$ cat config.mk
export PLATFORM = sky130hd
export DESIGN_NAME = chacha20_stream_cipher_top
export DESIGN_NICKNAME = d
export VERILOG_FILES = /design/src/sv/cc20_pkg.sv /design/src/sv/cc20_ctrl.sv /design/src/sv/cc20_datapath.sv /design/src/sv/chacha20_stream_cipher_top.sv
export SDC_FILE = /design/constraint.sdc
export NUM_CORES = 2
export LEC_CHECK = 0
export BUFFER_PORTS_ARGS = -buffer_cell sky130_fd_sc_hd__buf_2
export CORE_MARGIN = 2
export CORE_UTILIZATION = 45
export CTS_BUF_LIST = sky130_fd_sc_hd__clkbuf_16
export DETAILED_ROUTE_END_ITERATION = 6
export PLACE_DENSITY = 0.69
export SLEW_MARGIN = 20
export SYNTH_ARGS = -nofsm -noshare
export SYNTH_HDL_FRONTEND = slang
export SYNTH_HIERARCHICAL = 1
export SYNTH_SLANG_ARGS = --single-unit
$ cat constraint.sdc
create_clock -name clk_i -period 63.7 [get_ports clk_i]
set_input_delay 12.74 -clock clk_i [delete_from_list [all_inputs] [get_ports clk_i]]
set_output_delay 12.74 -clock clk_i [all_outputs]
set_load 0.02 [all_outputs]
$ cat src/sv/cc20_pkg.sv
`timescale 1ns / 1ps
// ----------------------------------------------------------------------------
// cc20_pkg
// Shared constants, register indexes and controller/datapath command types
// for the ChaCha20 byte-stream cipher.
// ----------------------------------------------------------------------------
package cc20_pkg;

  // Block geometry
  localparam int NumWords        = 16;
  localparam int NumDoubleRounds = 10;
  localparam int BlockBytes      = 64;
  localparam int PosW            = $clog2(BlockBytes);
  localparam int WordIdxW        = $clog2(NumWords);

  // One half quarter-round per cycle; column and diagonal round each take two half steps
  localparam int HalfSteps = NumDoubleRounds * 4;
  localparam int StepW     = $clog2(HalfSteps);

  // Configuration port
  localparam int CfgIdxW  = 3;
  localparam int CfgDataW = 64;

  typedef enum logic [CfgIdxW-1:0] {
    REG_KEY_A     = 3'd0,
    REG_KEY_B     = 3'd1,
    REG_KEY_C     = 3'd2,
    REG_KEY_D     = 3'd3,
    REG_NONCE_LO  = 3'd4,
    REG_NONCE_HI  = 3'd5,
    REG_INIT_CTR  = 3'd6
  } cc20_reg_e;

  // "expand 32-byte k"
  localparam logic [31:0] Sigma0 = 32'h61707865;
  localparam logic [31:0] Sigma1 = 32'h3320646e;
  localparam logic [31:0] Sigma2 = 32'h79622d32;
  localparam logic [31:0] Sigma3 = 32'h6b206574;

  typedef logic [31:0] cc20_word_t;

  // Controller to datapath
  typedef struct packed {
    logic cfg_we;       // store configuration beat
    logic take_item;    // capture input beat into hold register
    logic load;         // load working state from input state
    logic round;        // apply one half quarter-round step to all lanes
    logic diag;         // diagonal round when set, column round otherwise
    logic second_half;  // rotations 8/7 when set, 16/12 otherwise
    logic finish;       // add input state, publish keystream, bump counter
    logic emit;         // write output register
    logic emit_direct;  // emit from input port instead of hold register
  } cc20_cmd_t;

  // Datapath to controller
  typedef struct packed {
    logic blk_valid;    // keystream block has unused bytes
  } cc20_status_t;

endpackage

$ cat src/sv/cc20_ctrl.sv
`timescale 1ns / 1ps
// ----------------------------------------------------------------------------
// cc20_ctrl
// Sequencer for the cipher: accepts byte beats, runs block generation on a
// shared half quarter-round unit when no keystream is left, and owns the
// output valid flag.
// ----------------------------------------------------------------------------
module cc20_ctrl (
  input  logic                 clk_i,
  input  logic                 rst_ni,
  input  logic                 s_axis_tvalid,
  output logic                 s_axis_tready,
  input  logic                 m_axis_tready,
  output logic                 m_axis_tvalid,
  input  logic                 cfg_valid_i,
  output logic                 cfg_ready_o,
  input  cc20_pkg::cc20_status_t status_i,
  output cc20_pkg::cc20_cmd_t    cmd_o
);

  typedef enum logic [4:0] {
    S_IDLE  = 5'b00001,
    S_LOAD  = 5'b00010,
    S_ROUND = 5'b00100,
    S_FINAL = 5'b01000,
    S_EMIT  = 5'b10000
  } state_e;

  state_e                      state_q, state_d;
  logic [cc20_pkg::StepW-1:0]  step_q, step_d;
  logic                        out_valid_q, out_valid_d;
  logic                        out_free;
  logic                        in_acc;

  // Output register is free when empty or drained this cycle
  assign out_free      = !out_valid_q || m_axis_tready;
  assign s_axis_tready = (state_q == S_IDLE) && out_free && !cfg_valid_i;
  assign cfg_ready_o   = (state_q == S_IDLE);
  assign in_acc        = s_axis_tvalid && s_axis_tready;
  assign m_axis_tvalid = out_valid_q;

  // Next state and commands
  always_comb begin
    state_d = state_q;
    step_d  = step_q;
    cmd_o   = '0;
    cmd_o.cfg_we = cfg_valid_i && cfg_ready_o;
    unique case (state_q)
      S_IDLE: begin
        if (in_acc) begin
          cmd_o.take_item = 1'b1;
          if (status_i.blk_valid) begin
            cmd_o.emit        = 1'b1;
            cmd_o.emit_direct = 1'b1;
          end else begin
            state_d = S_LOAD;
          end
        end
      end
      S_LOAD: begin
        cmd_o.load = 1'b1;
        step_d     = '0;
        state_d    = S_ROUND;
      end
      S_ROUND: begin
        cmd_o.round       = 1'b1;
        cmd_o.second_half = step_q[0];
        cmd_o.diag        = step_q[1];
        if (step_q == cc20_pkg::StepW'(cc20_pkg::HalfSteps - 1)) begin
          state_d = S_FINAL;
        end else begin
          step_d = step_q + 1'b1;
        end
      end
      S_FINAL: begin
        cmd_o.finish = 1'b1;
        state_d      = S_EMIT;
      end
      S_EMIT: begin
        cmd_o.emit = 1'b1;
        state_d    = S_IDLE;
      end
      default: begin
        state_d = S_IDLE;
      end
    endcase
  end

  // Set valid on emit, drop it when the beat is taken
  always_comb begin
    out_valid_d = out_valid_q;
    if (cmd_o.emit) begin
      out_valid_d = 1'b1;
    end else if (m_axis_tready) begin
      out_valid_d = 1'b0;
    end
  end

  always_ff @(posedge clk_i or negedge rst_ni) begin
    if (!rst_ni) begin
      state_q     <= S_IDLE;
      step_q      <= '0;
      out_valid_q <= 1'b0;
    end else begin
      state_q     <= state_d;
      step_q      <= step_d;
      out_valid_q <= out_valid_d;
    end
  end

endmodule

$ cat src/sv/cc20_datapath.sv
`timescale 1ns / 1ps
// ----------------------------------------------------------------------------
// cc20_datapath
// Configuration registers, block counter, working state with four parallel
// half quarter-round lanes, keystream block, byte pointer and output register.
// ----------------------------------------------------------------------------
module cc20_datapath (
  input  logic                            clk_i,
  input  logic                            rst_ni,
  input  cc20_pkg::cc20_cmd_t             cmd_i,
  output cc20_pkg::cc20_status_t          status_o,
  input  logic [cc20_pkg::CfgIdxW-1:0]    cfg_index_i,
  input  logic [cc20_pkg::CfgDataW-1:0]   cfg_data_i,
  input  logic [7:0]                      in_data_i,
  input  logic                            in_last_i,
  output logic [7:0]                      out_data_o,
  output logic                            out_last_o
);

  typedef struct packed {
    cc20_pkg::cc20_word_t a;
    cc20_pkg::cc20_word_t b;
    cc20_pkg::cc20_word_t c;
    cc20_pkg::cc20_word_t d;
  } qr_t;

  // Word index of one quarter-round operand; diagonal rounds shift columns
  function automatic logic [cc20_pkg::WordIdxW-1:0] qr_index(
    input logic       diag,
    input logic [1:0] lane,
    input logic [1:0] role
  );
    logic [1:0] col;
    col = lane + (diag ? role : 2'd0);
    return {role, col};
  endfunction

  // Half of a quarter-round: two add, xor, rotate steps
  function automatic qr_t half_qr(input qr_t x, input logic second);
    qr_t        r;
    logic [31:0] t;
    r   = x;
    r.a = r.a + r.b;
    t   = r.d ^ r.a;
    r.d = second ? {t[23:0], t[31:24]} : {t[15:0], t[31:16]};
    r.c = r.c + r.d;
    t   = r.b ^ r.c;
    r.b = second ? {t[24:0], t[31:25]} : {t[19:0], t[31:20]};
    return r;
  endfunction

  logic [63:0]                   key_q [4];
  logic [63:0]                   nonce_lo_q;
  logic [31:0]                   nonce_hi_q;
  logic [31:0]                   init_ctr_q;
  logic [31:0]                   block_ctr_q;
  logic [31:0]                   reload_ctr;
  logic                          blk_valid_q;
  logic [cc20_pkg::PosW-1:0]     pos_q;

  cc20_pkg::cc20_word_t          in_state [cc20_pkg::NumWords];
  cc20_pkg::cc20_word_t          work_q   [cc20_pkg::NumWords];
  cc20_pkg::cc20_word_t          work_rnd [cc20_pkg::NumWords];
  cc20_pkg::cc20_word_t          ks_q     [cc20_pkg::NumWords];

  logic [7:0]                    hold_data_q;
  logic                          hold_last_q;
  logic [7:0]                    out_data_q;
  logic                          out_last_q;
  logic [7:0]                    src_data;
  logic                          src_last;
  cc20_pkg::cc20_word_t          ks_word;
  logic [7:0]                    ks_byte;

  // Assemble input state from constants, key, counter and nonce
  always_comb begin
    in_state[0]  = cc20_pkg::Sigma0;
    in_state[1]  = cc20_pkg::Sigma1;
    in_state[2]  = cc20_pkg::Sigma2;
    in_state[3]  = cc20_pkg::Sigma3;
    for (int k = 0; k < 4; k++) begin
      in_state[4 + 2*k] = key_q[k][31:0];
      in_state[5 + 2*k] = key_q[k][63:32];
    end
    in_state[12] = block_ctr_q;
    in_state[13] = nonce_lo_q[31:0];
    in_state[14] = nonce_lo_q[63:32];
    in_state[15] = nonce_hi_q;
  end

  // Four independent lanes of the half quarter-round step
  always_comb begin
    qr_t                           x;
    qr_t                           r;
    logic [cc20_pkg::WordIdxW-1:0] ia, ib, ic, id;
    work_rnd = work_q;
    for (int lane = 0; lane < 4; lane++) begin
      ia  = qr_index(cmd_i.diag, 2'(lane), 2'd0);
      ib  = qr_index(cmd_i.diag, 2'(lane), 2'd1);
      ic  = qr_index(cmd_i.diag, 2'(lane), 2'd2);
      id  = qr_index(cmd_i.diag, 2'(lane), 2'd3);
      x.a = work_q[ia];
      x.b = work_q[ib];
      x.c = work_q[ic];
      x.d = work_q[id];
      r   = half_qr(x, cmd_i.second_half);
      work_rnd[ia] = r.a;
      work_rnd[ib] = r.b;
      work_rnd[ic] = r.c;
      work_rnd[id] = r.d;
    end
  end

  // Working state and keystream block
  always_ff @(posedge clk_i) begin
    if (cmd_i.load) begin
      work_q <= in_state;
    end else if (cmd_i.round) begin
      work_q <= work_rnd;
    end
    if (cmd_i.finish) begin
      for (int i = 0; i < cc20_pkg::NumWords; i++) begin
        ks_q[i] <= work_q[i] + in_state[i];
      end
    end
  end

  // Counter reload takes the freshly written value on an initial counter write
  assign reload_ctr = (cfg_index_i == cc20_pkg::REG_INIT_CTR) ? cfg_data_i[31:0]
                                                             : init_ctr_q;

  // Source byte for the output beat
  assign src_data = cmd_i.emit_direct ? in_data_i : hold_data_q;
  assign src_last = cmd_i.emit_direct ? in_last_i : hold_last_q;

  // Select keystream byte, little-endian within each word
  assign ks_word = ks_q[pos_q[cc20_pkg::PosW-1:2]];
  assign ks_byte = ks_word[{pos_q[1:0], 3'b000} +: 8];

  // Configuration, counter and byte pointer
  always_ff @(posedge clk_i or negedge rst_ni) begin
    if (!rst_ni) begin
      for (int k = 0; k < 4; k++) begin
        key_q[k] <= '0;
      end
      nonce_lo_q  <= '0;
      nonce_hi_q  <= '0;
      init_ctr_q  <= '0;
      block_ctr_q <= '0;
      blk_valid_q <= 1'b0;
      pos_q       <= '0;
    end else if (cmd_i.cfg_we) begin
      unique case (cfg_index_i)
        cc20_pkg::REG_KEY_A:    key_q[0]   <= cfg_data_i;
        cc20_pkg::REG_KEY_B:    key_q[1]   <= cfg_data_i;
        cc20_pkg::REG_KEY_C:    key_q[2]   <= cfg_data_i;
        cc20_pkg::REG_KEY_D:    key_q[3]   <= cfg_data_i;
        cc20_pkg::REG_NONCE_LO: nonce_lo_q <= cfg_data_i;
        cc20_pkg::REG_NONCE_HI: nonce_hi_q <= cfg_data_i[31:0];
        cc20_pkg::REG_INIT_CTR: init_ctr_q <= cfg_data_i[31:0];
        default: ;
      endcase
      // Any index within the list reloads the counter and drops the block
      if (cfg_index_i <= cc20_pkg::REG_INIT_CTR) begin
        block_ctr_q <= reload_ctr;
        blk_valid_q <= 1'b0;
      end
    end else if (cmd_i.finish) begin
      block_ctr_q <= block_ctr_q + 32'd1;
      blk_valid_q <= 1'b1;
      pos_q       <= '0;
    end else if (cmd_i.emit) begin
      pos_q <= pos_q + 1'b1;
      if (src_last || (pos_q == cc20_pkg::PosW'(cc20_pkg::BlockBytes - 1))) begin
        blk_valid_q <= 1'b0;
      end
    end
  end

  // Hold and output registers
  always_ff @(posedge clk_i) begin
    if (cmd_i.take_item) begin
      hold_data_q <= in_data_i;
      hold_last_q <= in_last_i;
    end
    if (cmd_i.emit) begin
      out_data_q <= src_data ^ ks_byte;
      out_last_q <= src_last;
    end
  end

  assign status_o.blk_valid = blk_valid_q;
  assign out_data_o         = out_data_q;
  assign out_last_o         = out_last_q;

endmodule

$ cat src/sv/chacha20_stream_cipher_top.sv
`timescale 1ns / 1ps
// A byte with keystream left reaches the output register in the cycle after its beat.
// A byte that needs a new block waits for the load, 40 half quarter-round steps
// on the shared four-lane round unit, the final add and the output write; input waits.
// Within a 64-byte block, 1 byte per cycle unless output or config write stalls input.
// Reset: key, nonce and initial counter clear to zero, counter 0, no block held.
// ----------------------------------------------------------------------------
// chacha20_stream_cipher_top
// ChaCha20 byte-stream cipher: XORs each data byte with the next keystream
// byte; tlast ends a message and drops the rest of the current block.
// ----------------------------------------------------------------------------
module chacha20_stream_cipher_top (
  input  logic                          clk_i,
  input  logic                          rst_ni,
  // Input stream
  input  logic                          s_axis_tvalid,
  output logic                          s_axis_tready,
  input  logic [7:0]                    s_axis_tdata,   // [7:0] data_in
  input  logic                          s_axis_tlast,   // last_of_call
  // Output stream
  output logic                          m_axis_tvalid,
  input  logic                          m_axis_tready,
  output logic [7:0]                    m_axis_tdata,   // [7:0] data_out
  output logic                          m_axis_tlast,   // last_out
  // Configuration writes
  input  logic                          cfg_valid_i,
  output logic                          cfg_ready_o,
  input  logic [cc20_pkg::CfgIdxW-1:0]  cfg_index_i,
  input  logic [cc20_pkg::CfgDataW-1:0] cfg_data_i
);

  cc20_pkg::cc20_cmd_t    cmd;
  cc20_pkg::cc20_status_t status;

  cc20_ctrl u_ctrl (
    .clk_i         (clk_i),
    .rst_ni        (rst_ni),
    .s_axis_tvalid (s_axis_tvalid),
    .s_axis_tready (s_axis_tready),
    .m_axis_tready (m_axis_tready),
    .m_axis_tvalid (m_axis_tvalid),
    .cfg_valid_i   (cfg_valid_i),
    .cfg_ready_o   (cfg_ready_o),
    .status_i      (status),
    .cmd_o         (cmd)
  );

  cc20_datapath u_datapath (
    .clk_i       (clk_i),
    .rst_ni      (rst_ni),
    .cmd_i       (cmd),
    .status_o    (status),
    .cfg_index_i (cfg_index_i),
    .cfg_data_i  (cfg_data_i),
    .in_data_i   (s_axis_tdata),
    .in_last_i   (s_axis_tlast),
    .out_data_o  (m_axis_tdata),
    .out_last_o  (m_axis_tlast)
  );

endmodule

==> results.py <==
metrics = {
    "yosys": {
        "yosys_warnings": 6,
        "synth_area_sq_um": 102800,
        "ys_seq_area_share_pct": 39.79,
        "syn_nets": 10630,
        "synth_area_leaders": "edfxtp_1 (27%), dfrtp_1 (11%), ha_1 (7.6%), mux2_2 (6.5%), xnor2_1 (5.5%)",
        "yosys.area.top_type": "edfxtp_1",
        "synth_enable_flop_cells": 914,
        "async_flop_share_pct": 29.45,
        "ys_types": 118,
        "postSynthAreaPerCell_sq_um": 10.38,
        "ys.flop_type": "edfxtp_1",
        "synth-seq-cells": 1477,
        "synth.top_cell.area_share_pct": 26.70,
        "syn_inst": 9906,
    },
    "grt": {
        "grt_pass1_vias": 82400,
        "gr-usage-met2_pct": 63.19,
        "grt.met3_usage_pct": 15.04,
        "track_usage_pct": 44.41,
        "grt_pass1_wl_microns": 696700,
        "globalRouteMet1Util_pct": 57.73,
        "gr-total-overflow": 0,
        "grt_busiest_layer": "met2",
        "antenna_found_initial": 103,
        "grt_max_degree": 118,
    },
    "cells_and_area": {
        "drive_gt1_share_pct": 14.60,
        "nNetsFinal": 10690,
        "multi_input_area_sq_um": 59720,
        "seqCellArea_sq_um": 40910,
        "final_common_cell": "edfxtp_1",
        "syn_to_final_growth_pct": 10.46,
        "final.fill_count": 20600,
        "final_cell_mix": "edfxtp_1 (914), nand2_1 (883), nor2_1 (659), o21ai_0 (659), a21oi_1 (638)",
    },
    "routing": {
        "dr.pass1.iters": 7,
        "drc": 1,
        "ant_nets": 0,
        "viasPerCell": 6.784,
        "vias": 89360,
        "drt_iter0_markers": 14160,
        "routed_wl_microns": 528300,
        "wl_per_cell_microns": 40.11,
    },
    "floorplan": {
        "design.core.area_sq_um": 227300,
        "die-area_sq_um": 232200,
        "io-pin-count": 93,
        "die_width_microns": 481.9,
        "initial_utilization_pct": 45.22,
        "num_rows": 175,
        "die_h_microns": 481.9,
    },
    "timing": {
        "skew_ns": 0.04927,
        "relSlewSlack_pct": 9.224,
        "slew_viol_final": 0,
        "setup_viol": 0,
        "clock.fmax_mhz": 38.22,
        "period_needed_ns": 26.16,
        "hold_viol": 0,
        "tightest_slew_ns": 1.356,
        "post-route-period-util_pct": 41.08,
        "setup_tns_ns": 0,
        "rsz0062_at_grt": "no",
    },
    "clock_network": {
        "cts-root-buf": "clkbuf_16",
        "h-tree-depth": 4,
        "cts_setup_buffers": 0,
        "postCtsResizedCells": 0,
        "clock_sinks": 1477,
        "hold_buffers": 0,
        "cts_tree": "built",
        "numCtsBuffers": 179,
        "cts.clk_slew.worst_paths_ns": 0.06,
        "clock_tree.buffer_depth": 3,
        "insertion_delay_ns": 0.89,
    },
    "critical_path": {
        "cp.arrival_ns": 13.42,
        "r2r_start": "u_ctrl/state_q[4]",
        "path_class": "in -> out",
        "start_kind": "input port",
        "worstPathRequired_ns": 50.96,
        "rrSetupSlack_ns": 50.07,
        "cp-end-kind": "output port",
        "worstReg2RegEnd": "u_datapath/work_q[330]",
        "r2r_cells": 31,
        "cp_max_fo": 3,
    },
    "min_path": {
        "whs_endpoint": "u_datapath/ks_q[3][0]",
        "hold_class": "reg -> reg",
        "whs_path_depth": 0,
        "hold_start": "u_datapath/work_q[384]",
    },
    "run": {
        "max-cap-violations": 0,
    },
    "status": {
        "status": "finished, violations left",
        "violations": "design-rule violations",
    },
    "place": {
        "io_buffers": 92,
        "gp_congestion": 1.126,
        "dp_hpwl_microns": 424000,
    },
}
cell families (layout without fill, tap and decap cells):
| group | after synthesis | after routing | share of synthesized area, % |
|---|---|---|---|
| compound gates | 2463 | 2463 | 15.17 |
| xor+xnor | 1016 | 1016 | 8.801 |
| fa+ha+maj | 647 | 647 | 8.023 |
| buf+inv | 684 | 898 | 2.548 |
| flops | 1477 | 1477 | 39.79 |
| mux | 1317 | 1317 | 15.61 |
| other cells | 0 | 42 | 0 |
| simple gates | 2302 | 2302 | 10.06 |
worst max-delay path by stage:
stage                     slack [ns]               from  depth (start not counted)                          to
after global routing           37.50      m_axis_tready                          4               s_axis_tready
final                          37.54      m_axis_tready                          4               s_axis_tready
after CTS                      37.53      m_axis_tready                          4               s_axis_tready
after global placement         37.55      m_axis_tready                          4               s_axis_tready
after detailed placement       37.55      m_axis_tready                          4               s_axis_tready
after floorplan                 2.51  u_ctrl/state_q[3]                          7  u_datapath/block_ctr_q[27]
routing by layer:
layer	share of wire, %	vias up	routed length [microns]
met5	0.043	-	226
met4	7.7	36	40450
met3	13	1180	70890
met2	41	6234	216300
met1	38	45050	200400
li1	-	36860	-
cell type report:
| type | count | area share, % |
|---|---|---|
| multi-input combinational | 7745 | 52.60 |
| clock buffer | 180 | 3.968 |
| clock inverter | 158 | 1.296 |
| sequential | 1477 | 36.03 |
| antenna | 42 | 0.09258 |
| timing repair buffer | 286 | 1.759 |
| tap | 3009 | 3.316 |
| inverter | 274 | 0.9346 |
Yosys cell counts, types with 79 or more instances:
| master | n |
|---|---|
| buf_1 | 79 |
| ha_1 | 627 |
| nand2b_1 | 80 |
| o21a_1 | 118 |
| nor2b_1 | 89 |
| clkbuf_1 | 295 |
| dfrtp_1 | 434 |
| nand3_1 | 154 |
| mux4_2 | 169 |
| dfxtp_1 | 128 |
| o21ai_0 | 685 |
| nor3_1 | 125 |
| xor2_1 | 361 |
| mux2_2 | 589 |
| a31oi_1 | 84 |
| a21oi_1 | 642 |
| inv_1 | 269 |
| edfxtp_1 | 914 |
| a21o_1 | 282 |
| nor2_1 | 663 |
| mux2i_1 | 558 |
| xnor2_1 | 644 |
| nand2_1 | 888 |
critical path, cell delays in order:
cell and delay (ns):
buf_2 0.08, nor2b_1 0.07, nor4b_4 0.31, buf_2 0.22
state kept, by name (all words and copies together), names as in the netlist, 5 cells and up:
name / cells
u_datapath/ks_q: 512
u_ctrl/state_q: 5
u_datapath/work_q: 512
u_datapath/pos_q: 6
u_datapath/nonce_lo_q: 64
u_datapath/init_ctr_q: 32
u_datapath/block_ctr_q: 32
u_datapath/in_state: 256
u_ctrl/step_q: 6
u_datapath/hold_data_q: 8
u_datapath/out_data_o: 8
u_datapath/nonce_hi_q: 32
through the flow:
step / worst slack (ns) / instance area [sq um] / std cells / utilization [%] / hold WS [ns]
CTS: 37.53 / 113200 / 13130 / 49.82 / 0.4709
finish: 37.54 / 113500 / 13170 / 49.95 / 0.4738
global placement: 37.55 / 107200 / 12790 / 47.18 / 0.4521
floorplan: 2.513 / 102800 / 9906 / - / 0.4360
detailed placement: 37.55 / 107300 / 12790 / 47.19 / 0.4582
global route: 37.50 / 113400 / 13130 / 49.90 / 0.4916
Power is left out: the tool's default activity adds up to more than one toggle a clock period on the data nets, which glitch-free logic cannot reach.
